`src/rtl/core/stt_pkg.sv`:
```
// Shared types, codes and character classes for the source text tokenizer.
package stt_pkg;

	// Error codes carried on each result
	localparam logic [1:0] ERR_NONE         = 2'd0;
	localparam logic [1:0] ERR_TOO_LONG     = 2'd1;
	localparam logic [1:0] ERR_UNTERMINATED = 2'd2;

	// Most results that one input item can cause
	localparam int unsigned MAX_RESULTS = 3;

	localparam logic [7:0] CHAR_QUOTE = 8'h22;

	// One result item
	typedef struct packed {
		logic [7:0] data;
		logic       has_byte;
		logic       token_done;
		logic [1:0] error_code;
		logic       last;
	} res_t;

	// Space, tab, LF, VT, FF and CR
	function automatic logic is_blank(input logic [7:0] c);
		return (c == 8'h20) || ((c >= 8'h09) && (c <= 8'h0D));
	endfunction

	// Single-character tokens ( ) { } = + - * / ; ,
	function automatic logic is_separator(input logic [7:0] c);
		logic hit;
		case (c)
			8'h28, 8'h29, 8'h7B, 8'h7D, 8'h3D, 8'h2B,
			8'h2D, 8'h2A, 8'h2F, 8'h3B, 8'h2C: hit = 1'b1;
			default: hit = 1'b0;
		endcase
		return hit;
	endfunction

endpackage

```
`src/rtl/core/source_text_tokenizer_unit.sv`:
```
// Source text tokenizer: one byte in per item, token bytes and end marks out.
// An item is held in the input register, then its results load the result register.
// Throughput: one item per cycle while each item causes at most one result
// and m_tready is high; an item's results hold the result register until taken.
// Items that cause no result (blanks between tokens) never touch the result register.
// Reset clears token length, string flag, error latch and all valid state.
module source_text_tokenizer_unit #(
	parameter int unsigned MAX_LEN = 64
) (
	input  logic        clk,
	input  logic        arst_n,
	input  logic        s_tvalid,
	output logic        s_tready,
	input  logic [7:0]  s_tdata,   // [7:0] in_byte
	input  logic        s_tlast,   // end_of_source
	output logic        m_tvalid,
	input  logic        m_tready,
	output logic [15:0] m_tdata,   // [7:0] out_byte, [8] has_byte, [9] token_done,
	                               // [11:10] error_code, [15:12] zero
	output logic        m_tlast    // last result of the item
);

	localparam int unsigned LEN_W = (MAX_LEN > 2) ? $clog2(MAX_LEN) : 1;
	localparam logic [LEN_W-1:0] LEN_LIMIT = LEN_W'(MAX_LEN - 1);

	// Input register
	logic        valid_s1;
	logic [7:0]  byte_s1;
	logic        eos_s1;

	// Tokenizer state
	logic [LEN_W-1:0] len_q;
	logic             inq_q;
	logic [1:0]       err_q;

	// Result group register
	stt_pkg::res_t res_q [stt_pkg::MAX_RESULTS];
	logic [1:0]    cnt_q;

	// Next values from the item in the input register
	stt_pkg::res_t    res_n [stt_pkg::MAX_RESULTS];
	logic [1:0]       k;
	logic [LEN_W-1:0] len_n;
	logic             inq_n;
	logic [1:0]       err_n;

	logic grp_free, s1_go, out_fire;

	// Work out the results and next state for one byte
	always_comb begin
		for (int i = 0; i < stt_pkg::MAX_RESULTS; i++) begin
			res_n[i] = '0;
		end
		k     = 2'd0;
		len_n = len_q;
		inq_n = inq_q;
		err_n = err_q;

		if (err_q != stt_pkg::ERR_NONE) begin
			res_n[k].error_code = err_q;
			k = k + 2'd1;
		end else if (inq_q) begin
			if (byte_s1 == stt_pkg::CHAR_QUOTE) begin
				res_n[k] = '{data: byte_s1, has_byte: 1'b1, token_done: 1'b1,
					error_code: stt_pkg::ERR_NONE, last: 1'b0};
				k = k + 2'd1;
				inq_n = 1'b0;
				len_n = '0;
			end else if (len_q >= LEN_LIMIT) begin
				res_n[k].error_code = stt_pkg::ERR_TOO_LONG;
				k = k + 2'd1;
				err_n = stt_pkg::ERR_TOO_LONG;
			end else begin
				res_n[k] = '{data: byte_s1, has_byte: 1'b1, token_done: 1'b0,
					error_code: stt_pkg::ERR_NONE, last: 1'b0};
				k = k + 2'd1;
				len_n = len_q + LEN_W'(1);
				if (eos_s1) begin
					res_n[k].error_code = stt_pkg::ERR_UNTERMINATED;
					k = k + 2'd1;
					err_n = stt_pkg::ERR_UNTERMINATED;
				end
			end
		end else if (stt_pkg::is_blank(byte_s1)) begin
			if (len_q != '0) begin
				res_n[k].token_done = 1'b1;
				k = k + 2'd1;
			end
			len_n = '0;
		end else if (stt_pkg::is_separator(byte_s1)) begin
			if (len_q != '0) begin
				res_n[k].token_done = 1'b1;
				k = k + 2'd1;
			end
			res_n[k] = '{data: byte_s1, has_byte: 1'b1, token_done: 1'b1,
				error_code: stt_pkg::ERR_NONE, last: 1'b0};
			k = k + 2'd1;
			len_n = '0;
		end else if (byte_s1 == stt_pkg::CHAR_QUOTE) begin
			if (len_q != '0) begin
				res_n[k].token_done = 1'b1;
				k = k + 2'd1;
			end
			res_n[k] = '{data: byte_s1, has_byte: 1'b1, token_done: 1'b0,
				error_code: stt_pkg::ERR_NONE, last: 1'b0};
			k = k + 2'd1;
			len_n = LEN_W'(1);
			inq_n = 1'b1;
			if (eos_s1) begin
				res_n[k].error_code = stt_pkg::ERR_UNTERMINATED;
				k = k + 2'd1;
				err_n = stt_pkg::ERR_UNTERMINATED;
			end
		end else if (len_q >= LEN_LIMIT) begin
			res_n[k].error_code = stt_pkg::ERR_TOO_LONG;
			k = k + 2'd1;
			err_n = stt_pkg::ERR_TOO_LONG;
		end else begin
			res_n[k] = '{data: byte_s1, has_byte: 1'b1, token_done: eos_s1,
				error_code: stt_pkg::ERR_NONE, last: 1'b0};
			k = k + 2'd1;
			len_n = len_q + LEN_W'(1);
		end

		// End of source clears the token unless an error latched
		if (eos_s1 && (err_n == stt_pkg::ERR_NONE)) begin
			len_n = '0;
			inq_n = 1'b0;
		end

		// Mark the final result of the item
		for (int i = 0; i < stt_pkg::MAX_RESULTS; i++) begin
			res_n[i].last = (2'(i) + 2'd1 == k);
		end
	end

	// Handshake
	assign out_fire = m_tvalid && m_tready;
	assign grp_free = (cnt_q == 2'd0) || ((cnt_q == 2'd1) && m_tready);
	assign s1_go    = valid_s1 && ((k == 2'd0) || grp_free);
	assign s_tready = !valid_s1 || s1_go;

	// Control state
	always_ff @(posedge clk or negedge arst_n) begin
		if (!arst_n) begin
			valid_s1 <= 1'b0;
			cnt_q    <= 2'd0;
			len_q    <= '0;
			inq_q    <= 1'b0;
			err_q    <= stt_pkg::ERR_NONE;
		end else begin
			if (s_tvalid && s_tready) begin
				valid_s1 <= 1'b1;
			end else if (s1_go) begin
				valid_s1 <= 1'b0;
			end
			if (s1_go) begin
				len_q <= len_n;
				inq_q <= inq_n;
				err_q <= err_n;
			end
			if (s1_go && (k != 2'd0)) begin
				cnt_q <= k;
			end else if (out_fire) begin
				cnt_q <= cnt_q - 2'd1;
			end
		end
	end

	// Payload: capture the item, load or advance the result group
	always_ff @(posedge clk) begin
		if (s_tvalid && s_tready) begin
			byte_s1 <= s_tdata;
			eos_s1  <= s_tlast;
		end
		if (s1_go && (k != 2'd0)) begin
			for (int i = 0; i < stt_pkg::MAX_RESULTS; i++) begin
				res_q[i] <= res_n[i];
			end
		end else if (out_fire) begin
			for (int i = 0; i < stt_pkg::MAX_RESULTS - 1; i++) begin
				res_q[i] <= res_q[i+1];
			end
		end
	end

	// Drive the result port from the head of the group
	assign m_tvalid = (cnt_q != 2'd0);
	assign m_tdata  = {4'b0000, res_q[0].error_code, res_q[0].token_done,
		res_q[0].has_byte, res_q[0].data};
	assign m_tlast  = res_q[0].last;

`ifndef SYNTHESIS
	// A latched error never changes until reset
	a_err_sticky: assert property (@(posedge clk) disable iff (!arst_n)
		(err_q != stt_pkg::ERR_NONE) |=> (err_q == $past(err_q)))
		else $error("error latch changed after it was set");

	// The last result left in a group carries the last mark
	a_last_mark: assert property (@(posedge clk) disable iff (!arst_n)
		(cnt_q == 2'd1) |-> m_tlast)
		else $error("final result of an item lacks the last mark");

	// An error result never carries a token byte
	a_err_no_byte: assert property (@(posedge clk) disable iff (!arst_n)
		(m_tvalid && (m_tdata[11:10] != stt_pkg::ERR_NONE)) |-> !m_tdata[8])
		else $error("error result carries a token byte");

	// Token length stays within the limit
	a_len_range: assert property (@(posedge clk) disable iff (!arst_n)
		len_q <= LEN_LIMIT)
		else $error("token length beyond limit");

	// Once halted, only single results with the latched code come out
	a_halt_code: assert property (@(posedge clk) disable iff (!arst_n)
		(s1_go && (err_q != stt_pkg::ERR_NONE)) |=>
		(cnt_q == 2'd1) && (m_tdata[11:10] == $past(err_q)))
		else $error("halted item did not give one error result");
`endif

endmodule

```
`config.mk`:
```
export PLATFORM = sky130hd
export DESIGN_NAME = source_text_tokenizer_unit
export DESIGN_NICKNAME = d
export VERILOG_FILES = /design/src/rtl/core/stt_pkg.sv /design/src/rtl/core/source_text_tokenizer_unit.sv
export SDC_FILE = /design/constraint.sdc
export NUM_CORES = 1
export LEC_CHECK = 0
export BUFFER_PORTS_ARGS = -buffer_cell sky130_fd_sc_hd__clkbuf_2
export CAP_MARGIN = 0
export CORE_MARGIN = 3
export CORE_UTILIZATION = 25
export DETAILED_ROUTE_END_ITERATION = 7
export GPL_TIMING_DRIVEN = 0
export SLEW_MARGIN = 20
export SYNTH_ARGS = -nofsm -noshare
export SYNTH_HDL_FRONTEND = slang
export SYNTH_SLANG_ARGS = --single-unit
export TNS_END_PERCENT = 10
```
`constraint.sdc`:
```
create_clock -name clk -period 4.02 [get_ports clk]
set_clock_uncertainty 0.15 [all_clocks]
set_input_delay 0 -clock clk [delete_from_list [all_inputs] [get_ports clk]]
set_output_delay 0 -clock clk [all_outputs]
set_load 0.01 [all_outputs]
```
* Word-level counts from Yosys, hierarchy flattened
Memory sizes are Yosys's and may differ from the RTL's.
Cells that the tools add are included.
** Operators by class
- Add/subtract/negate cells :: 5
- $lt $le $gt $ge :: 9
- Equal/unequal tests :: 18
- Muxes and demuxes :: 103
- Bitwise gates (word level) :: 5
- Reductions and logical operators :: 26
** Operator list (number)
- 39-bit 2-to-1 mux :: 7
- 39-bit bitwise mux :: 3
- 13-bit 2-to-1 mux :: 7
- 8-bit by 6-bit equality test with 1-bit output, second input constant :: 11
- 13-bit demux with 2-bit select :: 3
- 2-bit 2-to-1 mux :: 34
- 26-bit 2-to-1 mux :: 2
- 6-bit 2-to-1 mux :: 8
- 10-bit 2-to-1 mux :: 4
- 1-bit 2-to-1 mux :: 31
- 29-bit 2-to-1 mux :: 1
- 8-bit by 7-bit equality test with 1-bit output, second input constant :: 2
- 14-bit 2-to-1 mux :: 1
- 11-bit OR reduction :: 1
- 1-bit logical AND :: 10
- 2-bit nonzero test :: 5
- 3-bit greater-or-equal comparator, second input constant :: 3
- 3-bit by 1-bit less-than comparator with 1-bit output, second input constant :: 3
- 9-bit 2-to-1 mux :: 1
- 2-bit inverter with 3-bit output :: 3
- 8-bit by 4-bit greater-or-equal comparator with 1-bit output, second input constant :: 1
- 8-bit by 4-bit <= comparator with 1-bit output, second input constant :: 1
- 2-bit by 1-bit adder with 2-bit output, second input constant :: 3
- 6-bit by 1-bit adder with 6-bit output, second input constant :: 1
- other kinds (13) :: 20
** Storage, ports and cells
- Register bits :: 21
- Memory bits (writable) :: 39
- Input bits :: 13
- Memories kept :: 1
** Memories
- res_q :: depth 3, width 13, rd ports 3, clocked after memory_dff 0, write ports 3, line source_text_tokenizer_unit.sv:37 : stt_pkg::res_t res_q [stt_pkg::MAX_RESULTS];

* Longest topological paths before layout
- Depth in word-level cells :: 29
- Depth in mapped cells :: 10

* Least setup slack after synthesis
No wires, ideal clock.
- Kind :: register -> register
- From :: reg byte_s1[2]
- To :: mem res_q[0][0] (netlist bit), enable pin
- Setup time :: 442 ps
- Data arrival time :: 3552 ps
- Slack :: -124 ps
- Stages on the path, launching flop included :: 8
- Path buffers :: 2
- Period minus slack after synthesis :: 4144 ps
- Path through :: edfxtp_1 buf_6 nor4b_1 nand3_1 o21ai_0 a211oi_1 buf_2 o21ai_0
** RTL lines
- from (decl) :: line source_text_tokenizer_unit.sv:28 : logic [7:0] byte_s1;
- from (signal assigned) :: line source_text_tokenizer_unit.sv:173 : byte_s1 <= s_tdata;
- to (decl) :: line source_text_tokenizer_unit.sv:37

* Final worst setup path
- From :: reg len_q[5]
- To :: reg byte_s1[7], enable pin
** On the way
- Word-level cells in the longest chain between the ends :: 20
- Elaborated cells between the ends (all ways) :: 28
- Those cells by class :: add/sub: 3; order compare: 1; mux: 18; reduce/logical: 6
** RTL lines
- from (decl) :: line source_text_tokenizer_unit.sv:32 : logic [LEN_W-1:0] len_q;
- from (signal assigned) :: line source_text_tokenizer_unit.sv:158 : len_q <= len_n;
- 6-bit nonzero test :: line source_text_tokenizer_unit.sv:85, source_text_tokenizer_unit.sv:91, source_text_tokenizer_unit.sv:100
- 1-bit 2-to-1 mux :: line source_text_tokenizer_unit.sv:85, source_text_tokenizer_unit.sv:91, source_text_tokenizer_unit.sv:100
- 2-bit 2-to-1 mux :: line source_text_tokenizer_unit.sv:99 : end else if (byte_s1 == stt_pkg::CHAR_QUOTE) begin
- 2-bit 2-to-1 mux :: line source_text_tokenizer_unit.sv:90 : end else if (stt_pkg::is_separator(byte_s1)) begin
- 2-bit 2-to-1 mux :: line source_text_tokenizer_unit.sv:84 : end else if (stt_pkg::is_blank(byte_s1)) begin
- 2-bit 2-to-1 mux :: line source_text_tokenizer_unit.sv:62 : end else if (inq_q) begin
- 2-bit 2-to-1 mux :: line source_text_tokenizer_unit.sv:59 : if (err_q != stt_pkg::ERR_NONE) begin
- 2-bit by 1-bit adder with 2-bit output :: line source_text_tokenizer_unit.sv:106 : k = k + 2'd1;
- [4 not listed]
- 2-bit 2-to-1 mux :: line source_text_tokenizer_unit.sv:84
- 2-bit 2-to-1 mux (*) :: line source_text_tokenizer_unit.sv:62
- 2-bit 2-to-1 mux (*) :: line source_text_tokenizer_unit.sv:59
- 2-bit zero test (*) :: line source_text_tokenizer_unit.sv:140 : assign s1_go = valid_s1 && ((k == 2'd0) || grp_free);
- 1-bit logical OR (*) :: line source_text_tokenizer_unit.sv:140
- 1-bit logical AND (*) :: line source_text_tokenizer_unit.sv:140
- 1-bit logical OR (*) :: line source_text_tokenizer_unit.sv:141 : assign s_tready = !valid_s1 || s1_go;
- 1-bit logical AND (*) :: line source_text_tokenizer_unit.sv:172 : if (s_tvalid && s_tready) begin
Every way passes the cells marked *; elsewhere a longest branch is shown, timed or not. The select of a mux whose other input is x is not followed.
A chain may end at the register's enable or synchronous reset.

==> results.sh <==
export IMPL_half_perimeter_wire_length_after_placement_um=4450
export IMPL_clkSinkCount=48
export IMPL_htree_num_levels=2
export IMPL_async_flop_share=0.250
export IMPL_synth_area_um2=2790
export IMPL_switching_power_mw=0.929
export IMPL_die_x_um=112
export IMPL_grt_ovfl_total=0
export IMPL_netlist_cell_type_count=54
export IMPL_place_detailed_instances=432
export IMPL_remaining_drc_errors=0
export IMPL_pwr_share_clk=0.147
export IMPL_hold_viol=0
export IMPL_timing_max_cap_violations=0
export IMPL_synth_flop_cell="edfxtp_1"
export IMPL_share_of_layout_cells_above_drive_strength_1=0.227
export IMPL_design_final_nets=335
export IMPL_layout_core_utilization=0.318
export IMPL_layout_common_cells="edfxtp_1, clkbuf_2, nand2_1"
export IMPL_timing_critical_path_required_ns=3.80
export IMPL_rsz_0062_raised_after_global_routing="no"
export IMPL_cts_setup_buffers=0
export IMPL_antenna_cells=0
export IMPL_p_comb_frac=0.473
export IMPL_grt_util_all_layers=0.0959
export IMPL_worst_max_slew_pin_slew_ns=0.788
export IMPL_synth_top_area_cell="edfxtp_1"
export IMPL_totalNegativeSetupSlack_ns=0
export IMPL_wirelength_um=5960
export IMPL_largest_net_degree_at_the_start_of_global_routing=26
export IMPL_setup_viol=0
export IMPL_max_freq_mhz=288
export IMPL_synth_yosys_seq_area_share=0.496
export IMPL_cts_max_path_buffers=2
export IMPL_rows=37
export IMPL_post_drt_wl_per_cell_um=13.2
export IMPL_cp_arrival_ns=3.25
export IMPL_postCtsResizedCells=0
export IMPL_yosys_warnings=0
export IMPL_synthDominantCellAreaShare=0.388
export IMPL_fillers=1106
export IMPL_part_of_the_power_in_registers=0.380
export IMPL_instances_no_fill=453
export IMPL_area_growth_synth_to_final_pct=20.6
export IMPL_max_slew_margin=0.472
export IMPL_drt_iter0_drc=107
export IMPL_clk_latency_ns=0.30
export IMPL_weighted_congestion_reported_at_the_end_of_routability_driven_placement=0.842
export IMPL_netSwitchingFraction=0.391
export IMPL_setup_worst_path_start_class="register"
export IMPL_detail_route_first_pass_iterations=5
export IMPL_leakage_nw=1.37
export IMPL_antenna_found_initial=0
export IMPL_cts_buffers_inserted=5
export IMPL_portBuffers=27
export IMPL_grt_pass1_wl_um=9850
export IMPL_cts_tree="yes"
export IMPL_antenna_violating_nets_post_route=0
export IMPL_finalCriticalPeriod_ns=3.47
export IMPL_core_area_um2=10600
export IMPL_vdd_ir_drop_worst_uv=297
export IMPL_via_count=2153
export IMPL_clkTransAtPathRegs_ns=0.09
export IMPL_final_cell_area_um2=3360
export IMPL_power_density_nw_per_um2=708
export IMPL_run_status="finished, final reports clean"
export IMPL_critical_path_max_fanout=10
export IMPL_multiInputGateArea_um2=1180
export IMPL_internal_power_mw=1.45
export IMPL_design_die_area_um2=12400
export IMPL_grt_pass1_vias=2011
export IMPL_period_share=0.863
export IMPL_worstHoldPathType="input pin to register"
export IMPL_clockRootBuffer="clkbuf_8"
export IMPL_instance_count_of_the_mapped_netlist=265
export IMPL_design_portCount=32
export IMPL_synth_area_per_cell_um2=10.5
export IMPL_register_bit_count_reported_by_yosys=48
export IMPL_slew_viol_final=0
export IMPL_hold_slack_ns=0.262
export IMPL_route_detailed_vias_per_inst=4.75
export IMPL_die_h_um=112
export IMPL_final_common_cell="edfxtp_1"
export IMPL_number_of_enable_flip_flop_cells_after_synthesis=36
export IMPL_start_util=0.264
export IMPL_register_area_um2=1380
export IMPL_dpl_instance_area_um2=3120
export IMPL_synth_top_cells_by_area="edfxtp_1, dfrtp_1, buf_4"
export IMPL_timing_critical_path_to_type="register"
export IMPL_criticalPathCategory="register to register"
==> per-layer routing <==
metal	part of all wire	routed length, um	track usage	up-vias
li1	-	-	-	1076
met1	0.48	2850	0.131	1007
met2	0.45	2710	0.149	63
met3	0.051	307	0.0223	7
met4	0.015	92	0.0341	0
met5	0	0	0	-
==> flip-flops by register name, indices dropped and copies added (netlist names) <==
| signal | count |
|---|---|
| byte_s1 | 8 |
| err_q | 2 |
| valid_s1 | 1 |
| len_q | 6 |
| res_q | 27 |
| inq_q | 1 |
| eos_s1 | 1 |
| cnt_q | 2 |
==> worst max-delay path, stage by stage, from the launching register on <==
cell      delay (ns)
dfrtp_1         0.43
nor4_1          0.43
nand2_1         0.19
inv_1           0.18
ha_1            0.19
o21ai_0         0.16
a211oi_1        0.26
buf_2           0.31
nor2_1          0.13
a21boi_1        0.66
==> worst paths after layout <==
path | start | endpoint | slack (ns) | cells after the start
worst max-delay path | len_q[5]$_DFFE_PN0P_ | byte_s1[7]$_DFFE_PP_ | 0.55 | 9
worst max register to register | len_q[5]$_DFFE_PN0P_ | byte_s1[7]$_DFFE_PP_ | 0.55 | 9
worst min-delay path | s_tlast | eos_s1$_DFFE_PP_ | 0.26 | 2
max in group asynchronous | arst_n | len_q[2]$_DFFE_PN0P_ | 2.74 | 3
min in group asynchronous | arst_n | cnt_q[0]$_DFFE_PN0P_ | 0.60 | 3
worst min register to register | err_q[0]$_DFFE_PN0P_ | err_q[0]$_DFFE_PN0P_ | 0.39 | 1
==> timing repair <==
| item | CTS | global route |
|---|---|---|
| hold buffers | 13 | 0 |
| endpoints found under the hold margin | 24 | 0 |
| setup endpoints to repair | 0 | 0 |
==> area by class of cell <==
cell class,count,area share
clock inverters,3,0.0127
plain buffers,29,0.0566
flip-flops and latches,48,0.411
multi-input cells,176,0.351
clock buffers,5,0.0205
inverters,16,0.0179
repair buffers,40,0.0790
well taps,136,0.0507
==> synthesized netlist by cell type (all sizes together) (2+ instances only) <==
library cell and count:
nand2 23, ha 6, nor2b 5, o211ai 11, nand2b 3, nor3 16, buf 21, a311oi 3
nor4 3, nand3 7, mux2i 2, o22a 5, a21oi 13, or3 2, a31o 2, a211o 2
dfrtp 12, and3 6, or4 2, mux2 7, o21ai 13, inv 16, xnor2 2, clkbuf 8
edfxtp 36, nor2 10, a211oi 4, o31ai 7
==> stage by stage <==
| stage | setup slack, ns | total power [mW] |
|---|---|---|
| floorplan | 0.556 | 1.71 |
| global placement | -0.218 | 2.00 |
| global route | 0.160 | 2.56 |
| detailed placement | 0.519 | 2.03 |
| CTS | 0.502 | 2.39 |
| finish | 0.551 | 2.38 |
==> power by group through the flow <==
stage	Sequential (mW)	Clock, mW	Combinational [mW]
floorplan	0.892	0	0.821
global placement	0.915	0	1.08
detailed placement	0.914	0	1.12
CTS	0.902	0.360	1.13
global route	0.925	0.377	1.26
finish	0.902	0.350	1.12
==> cell families after synthesis <==
logic type	after synthesis	synth area share
AOI/OAI and AO/OA	70	0.184
xor gates and xnor gates	2	0.00629
adders and majority gates	6	0.0270
buffers and inverters	45	0.0898
DFF	48	0.496
muxes	9	0.0409
other	1	0.00135
and+or+nand+nor	84	0.155
Power figures use the tool's default switching activity.
